File: config.mk
export PLATFORM = sky130hd
export DESIGN_NAME = bitmap_set_pixel_coordinates_top
export DESIGN_NICKNAME = d
export VERILOG_FILES = /design/src/hdl/bspc_pkg.sv /design/src/hdl/bspc_front.sv /design/src/hdl/bspc_fifo.sv /design/src/hdl/bspc_back.sv /design/src/hdl/bitmap_set_pixel_coordinates_top.sv
export SDC_FILE = /design/constraint.sdc
export NUM_CORES = 1
export LEC_CHECK = 0
export BUFFER_PORTS_ARGS = -buffer_cell sky130_fd_sc_hd__buf_2
export CAP_MARGIN = 20
export CORE_AREA = 2 2 140 142
export CTS_BUF_LIST = sky130_fd_sc_hd__clkbuf_8
export CTS_CLUSTER_SIZE = 8
export DETAILED_ROUTE_END_ITERATION = 7
export DIE_AREA = 0 0 142 144
export PLACE_DENSITY = 0.69
export SLEW_MARGIN = 20
export SYNTH_ARGS = -nofsm -noshare
export SYNTH_HDL_FRONTEND = slang
export SYNTH_SLANG_ARGS = --single-unit
File: constraint.sdc
create_clock -name i_clk -period 3.6 [get_ports i_clk]
set_input_delay 0.72 -clock i_clk [delete_from_list [all_inputs] [get_ports i_clk]]
set_output_delay 0.72 -clock i_clk [all_outputs]
set_load 0.01 [all_outputs]
File: src/hdl/bspc_pkg.sv
// bspc_pkg: shared widths, register indexes and queue entry type for the
// 1 bpp bitmap pixel coordinate block. No dependencies.
`default_nettype none
package bspc_pkg;

    localparam int DATA_W        = 8;
    localparam int COL_W         = 12;
    localparam int ROW_W         = 12;
    localparam int CFG_W         = 13;
    localparam int CFG_IDX_W     = 2;
    localparam int FIFO_DEPTH    = 4;
    localparam int DEF_MAX_WIDTH  = 4096;
    localparam int DEF_MAX_HEIGHT = 4096;

    localparam logic [CFG_IDX_W-1:0] CFG_IDX_WIDTH  = 2'd0;
    localparam logic [CFG_IDX_W-1:0] CFG_IDX_HEIGHT = 2'd1;

    // one byte after width masking, with its column base and row
    typedef struct packed {
        logic [DATA_W-1:0]  bits;
        logic [COL_W-4:0]   col_hi;
        logic [ROW_W-1:0]   row;
    } t_entry;

    typedef struct packed {
        logic   empty;
        t_entry entry;
    } t_fifo_rd;

endpackage
`default_nettype wire

File: src/hdl/bspc_front.sv
// bspc_front: configuration registers, byte and row position tracking,
// width masking of each accepted byte. Depends on bspc_pkg.
`default_nettype none
module bspc_front #(
    parameter int MAX_WIDTH  = bspc_pkg::DEF_MAX_WIDTH,
    parameter int MAX_HEIGHT = bspc_pkg::DEF_MAX_HEIGHT
) (
    input  wire logic                           i_clk,
    input  wire logic                           i_rst_n,
    input  wire logic                           i_cfg_valid,
    input  wire logic [bspc_pkg::CFG_IDX_W-1:0] i_cfg_index,
    input  wire logic [bspc_pkg::CFG_W-1:0]     i_cfg_data,
    input  wire logic                           i_accept,
    input  wire logic [bspc_pkg::DATA_W-1:0]    i_data_byte,
    output logic                                o_push,
    output bspc_pkg::t_entry                    o_entry
);
    import bspc_pkg::*;

    localparam int WW   = $clog2(MAX_WIDTH + 1);
    localparam int BW   = $clog2(((MAX_WIDTH + 31) / 32) * 4);
    localparam int RW   = (MAX_HEIGHT > 1) ? $clog2(MAX_HEIGHT) : 1;
    localparam int CMPW = (BW + 3 > WW) ? BW + 3 : WW;

    logic [WW-1:0] r_eff_w,     n_eff_w;
    logic [BW-1:0] r_last_byte, n_last_byte;
    logic [RW-1:0] r_top_row,   n_top_row;
    logic [BW-1:0] r_byte,      n_byte;
    logic [RW-1:0] r_row,       n_row;
    logic [DATA_W-1:0] mask;
    int w_clamp;
    int h_clamp;

    always_comb begin
        w_clamp = int'(i_cfg_data);
        if (w_clamp < 1) w_clamp = 1;
        if (w_clamp > MAX_WIDTH) w_clamp = MAX_WIDTH;
        h_clamp = int'(i_cfg_data);
        if (h_clamp < 1) h_clamp = 1;
        if (h_clamp > MAX_HEIGHT) h_clamp = MAX_HEIGHT;

        n_eff_w     = r_eff_w;
        n_last_byte = r_last_byte;
        n_top_row   = r_top_row;
        n_byte      = r_byte;
        n_row       = r_row;

        if (i_cfg_valid) begin
            unique case (i_cfg_index)
                CFG_IDX_WIDTH: begin
                    n_eff_w     = WW'(w_clamp);
                    n_last_byte = BW'((((w_clamp + 31) >> 5) << 2) - 1);
                    n_byte      = '0;
                    n_row       = r_top_row;
                end
                CFG_IDX_HEIGHT: begin
                    n_top_row = RW'(h_clamp - 1);
                    n_byte    = '0;
                    n_row     = RW'(h_clamp - 1);
                end
                default: ;
            endcase
        end else if (i_accept) begin
            if (r_byte == r_last_byte) begin
                n_byte = '0;
                // end of frame wraps to the top stored row
                n_row  = (r_row == '0) ? r_top_row : r_row - 1'b1;
            end else begin
                n_byte = r_byte + 1'b1;
            end
        end
    end

    always_comb begin
        for (int k = 0; k < DATA_W; k++) begin
            mask[DATA_W-1-k] = (CMPW'({r_byte, 3'(k)}) < CMPW'(r_eff_w));
        end
        o_entry.bits   = i_data_byte & mask;
        o_entry.col_hi = (COL_W-3)'(r_byte);
        o_entry.row    = ROW_W'(r_row);
        o_push         = i_accept && (|o_entry.bits);
    end

    always_ff @(posedge i_clk) begin
        if (!i_rst_n) begin
            r_eff_w     <= WW'(1);
            r_last_byte <= BW'(3);
            r_top_row   <= '0;
            r_byte      <= '0;
            r_row       <= '0;
        end else begin
            r_eff_w     <= n_eff_w;
            r_last_byte <= n_last_byte;
            r_top_row   <= n_top_row;
            r_byte      <= n_byte;
            r_row       <= n_row;
        end
    end

    a_cfg_restart: assert property (@(posedge i_clk) disable iff (!i_rst_n)
        i_cfg_valid && (i_cfg_index == CFG_IDX_WIDTH || i_cfg_index == CFG_IDX_HEIGHT)
        |=> r_byte == '0 && r_row == r_top_row)
        else $error("config write did not restart the frame");

    a_frame_wrap: assert property (@(posedge i_clk) disable iff (!i_rst_n)
        i_accept && !i_cfg_valid && r_byte == r_last_byte && r_row == '0
        |=> r_row == r_top_row && r_byte == '0)
        else $error("frame did not wrap to top row");

endmodule
`default_nettype wire

File: src/hdl/bspc_fifo.sv
// bspc_fifo: short queue of masked bytes between front and back end.
// Depends on bspc_pkg.
`default_nettype none
module bspc_fifo (
    input  wire logic             i_clk,
    input  wire logic             i_rst_n,
    input  wire logic             i_push,
    input  bspc_pkg::t_entry      i_entry,
    input  wire logic             i_pop,
    output logic                  o_full,
    output bspc_pkg::t_fifo_rd    o_rd
);
    import bspc_pkg::*;

    localparam int PW = $clog2(FIFO_DEPTH);
    localparam int CW = $clog2(FIFO_DEPTH + 1);

    t_entry        r_mem [FIFO_DEPTH];
    logic [PW-1:0] r_wr_ptr, r_rd_ptr;
    logic [CW-1:0] r_count;

    assign o_full      = (r_count == CW'(FIFO_DEPTH));
    assign o_rd.empty  = (r_count == '0);
    assign o_rd.entry  = r_mem[r_rd_ptr];

    always_ff @(posedge i_clk) begin
        if (i_push) begin
            r_mem[r_wr_ptr] <= i_entry;
        end
    end

    always_ff @(posedge i_clk) begin
        if (!i_rst_n) begin
            r_wr_ptr <= '0;
            r_rd_ptr <= '0;
            r_count  <= '0;
        end else begin
            if (i_push) r_wr_ptr <= (r_wr_ptr == PW'(FIFO_DEPTH - 1)) ? '0 : r_wr_ptr + 1'b1;
            if (i_pop)  r_rd_ptr <= (r_rd_ptr == PW'(FIFO_DEPTH - 1)) ? '0 : r_rd_ptr + 1'b1;
            case ({i_push, i_pop})
                2'b10:   r_count <= r_count + 1'b1;
                2'b01:   r_count <= r_count - 1'b1;
                default: ;
            endcase
        end
    end

    a_no_overflow: assert property (@(posedge i_clk) disable iff (!i_rst_n)
        o_full && !i_pop |-> !i_push)
        else $error("push into full queue");

    a_no_underflow: assert property (@(posedge i_clk) disable iff (!i_rst_n)
        o_rd.empty |-> !i_pop)
        else $error("pop from empty queue");

endmodule
`default_nettype wire

File: src/hdl/bspc_back.sv
// bspc_back: walks the set bits of one queued byte, msb first, and presents
// one pixel coordinate per cycle while i_stall is low. Depends on bspc_pkg.
`default_nettype none
module bspc_back (
    input  wire logic                         i_clk,
    input  wire logic                         i_rst_n,
    input  bspc_pkg::t_fifo_rd                i_rd,
    output logic                              o_pop,
    input  wire logic                         i_stall,
    output logic                              o_valid,
    output logic [bspc_pkg::COL_W-1:0]        o_pixel_col,
    output logic [bspc_pkg::ROW_W-1:0]        o_pixel_row,
    output logic                              o_last
);
    import bspc_pkg::*;

    logic [DATA_W-1:0] r_bits;
    logic [COL_W-4:0]  r_col_hi;
    logic [ROW_W-1:0]  r_row;
    logic [2:0]        pos;
    logic [DATA_W-1:0] remain;
    logic              fire;

    always_comb begin
        pos = '0;
        // highest set bit is the leftmost remaining pixel
        for (int i = 0; i < DATA_W; i++) begin
            if (r_bits[i]) pos = 3'(i);
        end
        remain       = r_bits & ~(DATA_W'(1) << pos);
        o_valid      = |r_bits;
        o_last       = (remain == '0);
        o_pixel_col  = {r_col_hi, ~pos};
        o_pixel_row  = r_row;
        fire         = o_valid && !i_stall;
        o_pop        = (!o_valid || (fire && o_last)) && !i_rd.empty;
    end

    always_ff @(posedge i_clk) begin
        if (!i_rst_n) begin
            r_bits <= '0;
        end else if (o_pop) begin
            r_bits <= i_rd.entry.bits;
        end else if (fire) begin
            r_bits <= remain;
        end
    end

    always_ff @(posedge i_clk) begin
        if (o_pop) begin
            r_col_hi <= i_rd.entry.col_hi;
            r_row    <= i_rd.entry.row;
        end
    end

    a_more_pixels: assert property (@(posedge i_clk) disable iff (!i_rst_n)
        fire && !o_last |=> o_valid && o_pixel_row == $past(o_pixel_row))
        else $error("byte ended before its last pixel");

    a_no_idle_with_work: assert property (@(posedge i_clk) disable iff (!i_rst_n)
        !o_valid && !i_rd.empty |-> o_pop)
        else $error("back end idle while queue holds work");

endmodule
`default_nettype wire

File: src/hdl/bitmap_set_pixel_coordinates_top.sv
// Top level of the 1 bpp bitmap pixel coordinate block: front end, queue,
// back end. Depends on bspc_pkg, bspc_front, bspc_fifo, bspc_back.
//
// Takes bottom-up 1 bpp pixel bytes, one per request, and returns the column
// and row of every set pixel inside the image width, msb first, with o_last
// on the final pixel of each byte. Rows are padded to 32 bits; padding bits
// and bytes are consumed silently. The input side takes a byte every cycle
// while the four-entry queue has room; a byte with no visible set pixel
// never reaches the queue. The back end emits one coordinate per cycle while
// the output is not stalled, and the next queued byte's first pixel follows
// the last pixel of the byte before it without a gap. An accepted byte is
// registered in the queue, then in the back end's bit register, before its
// first result appears. Writing image_width or image_height restarts the frame at the top stored row.
`default_nettype none
module bitmap_set_pixel_coordinates_top #(
    parameter int MAX_WIDTH  = bspc_pkg::DEF_MAX_WIDTH,
    parameter int MAX_HEIGHT = bspc_pkg::DEF_MAX_HEIGHT
) (
    input  wire logic                           i_clk,
    input  wire logic                           i_rst_n,
    input  wire logic                           i_cfg_valid,
    output logic                                o_cfg_ready,
    input  wire logic [bspc_pkg::CFG_IDX_W-1:0] i_cfg_index,
    input  wire logic [bspc_pkg::CFG_W-1:0]     i_cfg_data,
    input  wire logic                           i_valid,
    output logic                                o_stall,
    input  wire logic [bspc_pkg::DATA_W-1:0]    i_data_byte,
    output logic                                o_valid,
    input  wire logic                           i_stall,
    output logic [bspc_pkg::COL_W-1:0]          o_pixel_col,
    output logic [bspc_pkg::ROW_W-1:0]          o_pixel_row,
    output logic                                o_last
);
    import bspc_pkg::*;

    logic     full;
    logic     accept;
    logic     push;
    logic     pop;
    t_entry   entry;
    t_fifo_rd rd;

    assign o_cfg_ready = 1'b1;
    assign o_stall     = full;
    assign accept      = i_valid && !full;

    bspc_front #(
        .MAX_WIDTH  (MAX_WIDTH),
        .MAX_HEIGHT (MAX_HEIGHT)
    ) u_front (
        .i_clk       (i_clk),
        .i_rst_n     (i_rst_n),
        .i_cfg_valid (i_cfg_valid),
        .i_cfg_index (i_cfg_index),
        .i_cfg_data  (i_cfg_data),
        .i_accept    (accept),
        .i_data_byte (i_data_byte),
        .o_push      (push),
        .o_entry     (entry)
    );

    bspc_fifo u_fifo (
        .i_clk   (i_clk),
        .i_rst_n (i_rst_n),
        .i_push  (push),
        .i_entry (entry),
        .i_pop   (pop),
        .o_full  (full),
        .o_rd    (rd)
    );

    bspc_back u_back (
        .i_clk       (i_clk),
        .i_rst_n     (i_rst_n),
        .i_rd        (rd),
        .o_pop       (pop),
        .i_stall     (i_stall),
        .o_valid     (o_valid),
        .o_pixel_col (o_pixel_col),
        .o_pixel_row (o_pixel_row),
        .o_last      (o_last)
    );

endmodule
`default_nettype wire

==> out/qor.yml <==
status:
  status: "finished, final reports clean"
worst_setup_path:
  crit_chain: "inv_1, ha_1, and3_1, nand3_1, o21ai_0, nand4_1, o311a_1, inv_1, ha_1, inv_1, fa_1, xor2_1, or3_1, a21oi_1"
  cp-end-kind: "register"
  slowest_delay_ps: 380
  slowest_stage: "o311a_1"
  worstPathRequired_ps: 4030
  crit_fanout: 8
  path_common_cell: "inv_1"
  worst_setup_path_start_kind: "register"
  worstSetupPathType: "register to register"
  critPathArrivalTime_ps: 3790
  r2r_slack_ps: 240
clock_tree:
  cts.sinks: 207
  root_buffer: "clkbuf_8"
  cts_setup_buffers: 0
  clockBufferDepth: 3
  cts_buffers: 34
  cts_hold_buf: 0
  cts.clk_slew.worst_paths_ps: 60
  cts_tree: "yes"
  htree_levels: 2
  post_cts_resize_count: 0
  clk_latency_ps: 510
synth:
  synth_compound_area_frac: 0.119
  synthAdderAreaFrac: 0.0314
  synth_seq_cells: 207
  synth_edf_count: 137
  ys.flop_type: "edfxtp_1"
  synthTopCellsByArea: "edfxtp_1 (44%), dfxtp_1 (15%), mux4_2 (7.0%), nand2_1 (3.1%), ha_1 (2.8%)"
  synth_most_common_cell: "edfxtp_1"
  yosys.area_share.simple: 0.127
  avgSynthCellArea_um2: 12.2
  synth_top_area_share: 0.441
  synthCells: 767
  synthXorXnorAreaFrac: 0.0197
  yosys_warnings: 0
  synth_top_family_by_area: "simple AND/OR/NAND/NOR gates"
  async_reset_ff_frac: 0
  synth_seq_area_share: 0.591
  synthMuxAreaShare: 0.0808
  syn-num-nets: 817
  ys_top_cells_by_count: "edfxtp_1 (137), nand2_1 (78), dfxtp_1 (70)"
  syn-cell-area_mm2: 0.00933
  ys_types: 80
  yosys.area.top_type: "edfxtp_1"
global_route:
  antenna_found_initial: 0
  first_global_vias: 5999
  grt_pass1_wl_um: 30600
  use_met1: 0.263
  gr-total-overflow: 0
  top_usage_layer: "met2"
  use_met2: 0.309
  grt_max_degree: 38
  grtUsageMet3: 0.0427
  grtUsageTotal: 0.192
routing:
  ant_nets: 0
  drc: 0
  post_drt_via_cell_ratio: 5.61
  vias: 6265
  drt_pass1_iterations: 6
  wire_per_inst_um: 17.0
  first_iter_violations: 364
  drt-total-wl_um: 19000
cells_and_area:
  fillers: 1598
  instances_no_fill: 1116
  fin_util: 0.560
  drive_gt1_frac: 0.206
  syn_to_final_growth_pct: 14.5
  fin_area_mm2: 0.0107
  n_antenna_cell: 0
  final_nets: 903
timing:
  worst_slew_pin_slew_ps: 662
  post-route-period-util: 0.933
  hold_viol: 0
  setup_ws_ps: 241
  setup_tns_ps: 0
  setup_viol: 0
  max_freq_mhz: 298
  rsz0062_at_grt: "false"
  fin_worst_skew_ps: 25.3
  relSlewSlack: 0.558
  final_max_slew_viol_count: 0
  min_period_ps: 3360
placed_design:
  place_hpwl_um: 12700
  preCtsSetupSlack_ps: 45.5
  place_area_mm2: 0.0100
  place_inst: 1055
  portBuffers: 54
  gp_congestion: 0.899
worst_hold_path:
  hold_class: "register to register"
power_and_ir_drop:
  swShare: 0.293
  p_per_area_mw_per_mm2: 633
  power.switching_w: 0.00198
  combinationalPowerShare: 0.240
  p_seq_frac: 0.477
  leakage_nw: 3.91
  clkPwrFrac: 0.282
  max-vdd-ir-drop_mv: 0.244
  intPower_w: 0.00479
die:
  start_util: 0.489
  die_area_mm2: 0.0204
  fp-row-count: 51
  io_pins: 56
  die_w_um: 142
  core_mm2: 0.0191
  die_h_um: 144
run:
  maxCapViolations: 0
power by group through the flow:
stage | clock network (W) | registers [W] | logic [W]
finish | 0.00191 | 0.00323 | 0.00163
global route | 0.00207 | 0.00328 | 0.00181
CTS | 0.00196 | 0.00324 | 0.00165
detailed placement | 0 | 0.00329 | 0.00165
global placement | 0 | 0.00327 | 0.00162
floorplan | 0 | 0.00325 | 0.00113
metrics by stage:
stage | hold WS [ps] | total power [W]
after detailed placement | 447 | 0.00493
after CTS | 455 | 0.00685
after floorplan | 432 | 0.00437
after global routing | 473 | 0.00716
final | 451 | 0.00676
after global placement | 439 | 0.00490
final timing paths:
kind,from,to,cells past startpoint
max reg2reg,u_front.r_eff_w[7],u_fifo.r_count[2],14
max,u_front.r_eff_w[7],u_fifo.r_count[2],14
min reg2reg,u_front.r_eff_w[7],u_front.r_eff_w[7],2
min,u_front.r_eff_w[7],u_front.r_eff_w[7],2
cells by family after synthesis:
family / after synthesis
xor gates and xnor gates: 21
adders and majority gates: 23
buffers and inverters: 71
muxes: 38
AOI/OAI and AO/OA: 172
other: 1
and+or+nand+nor: 234
DFF: 207
cells in the final DEF (no fill, tap or decap), drive strengths merged, types with 10 or more instances in the layout:
cell type / Yosys / routed
edfxtp: 137 / 137
buf: 12 / 86
nand2: 78 / 78
dfxtp: 70 / 70
nor2: 54 / 54
a21oi: 51 / 51
inv: 33 / 50
clkbuf: 24 / 42
o21ai: 39 / 39
mux4: 29 / 29
ha: 21 / 21
nor3: 17 / 17
or3: 16 / 16
nand3: 14 / 14
xor2: 12 / 12
nor2b: 10 / 10
final cells by class:
cell class	count	area [um^2]	share of cell area
timing repair buffer	86	561	0.0524
tap	238	298	0.0279
clock buffer	42	578	0.0541
multi-input combinational	489	3530	0.330
sequential	207	5520	0.516
clock inverter	19	72.6	0.00679
inverter	35	131	0.0123
routing by layer:
layer / vias to the layer above / wire length, um
met5: - / 0
met4: 0 / 303
met3: 27 / 1250
met2: 195 / 8820
met1: 2971 / 8620
li1: 3072 / -
worst max-delay path: cells and delay by family (launching register included):
family | cells | cell delay (ps)
adder cells (fa/ha/maj) | 3 | 860
AO/OA/AOI/OAI | 3 | 870
flip-flops | 1 | 320
AND/OR/NAND/NOR | 4 | 910
XOR/XNOR | 1 | 160
buffers and inverters | 3 | 180
state kept, by name, indices dropped and copies added, names as in the netlist, named ones only:
register / count
u_fifo.r_mem: 116
u_front.r_eff_w: 13
u_fifo.r_wr_ptr: 2
u_back.r_col_hi: 9
u_front.r_top_row: 12
u_front.r_last_byte: 7
u_fifo.r_count: 3
u_fifo.r_rd_ptr: 2
u_back.r_bits: 8
u_back.o_pixel_row: 12
u_front.r_row: 12
u_front.r_byte: 9
No activity file was read; power rests on OpenSTA's default activity.
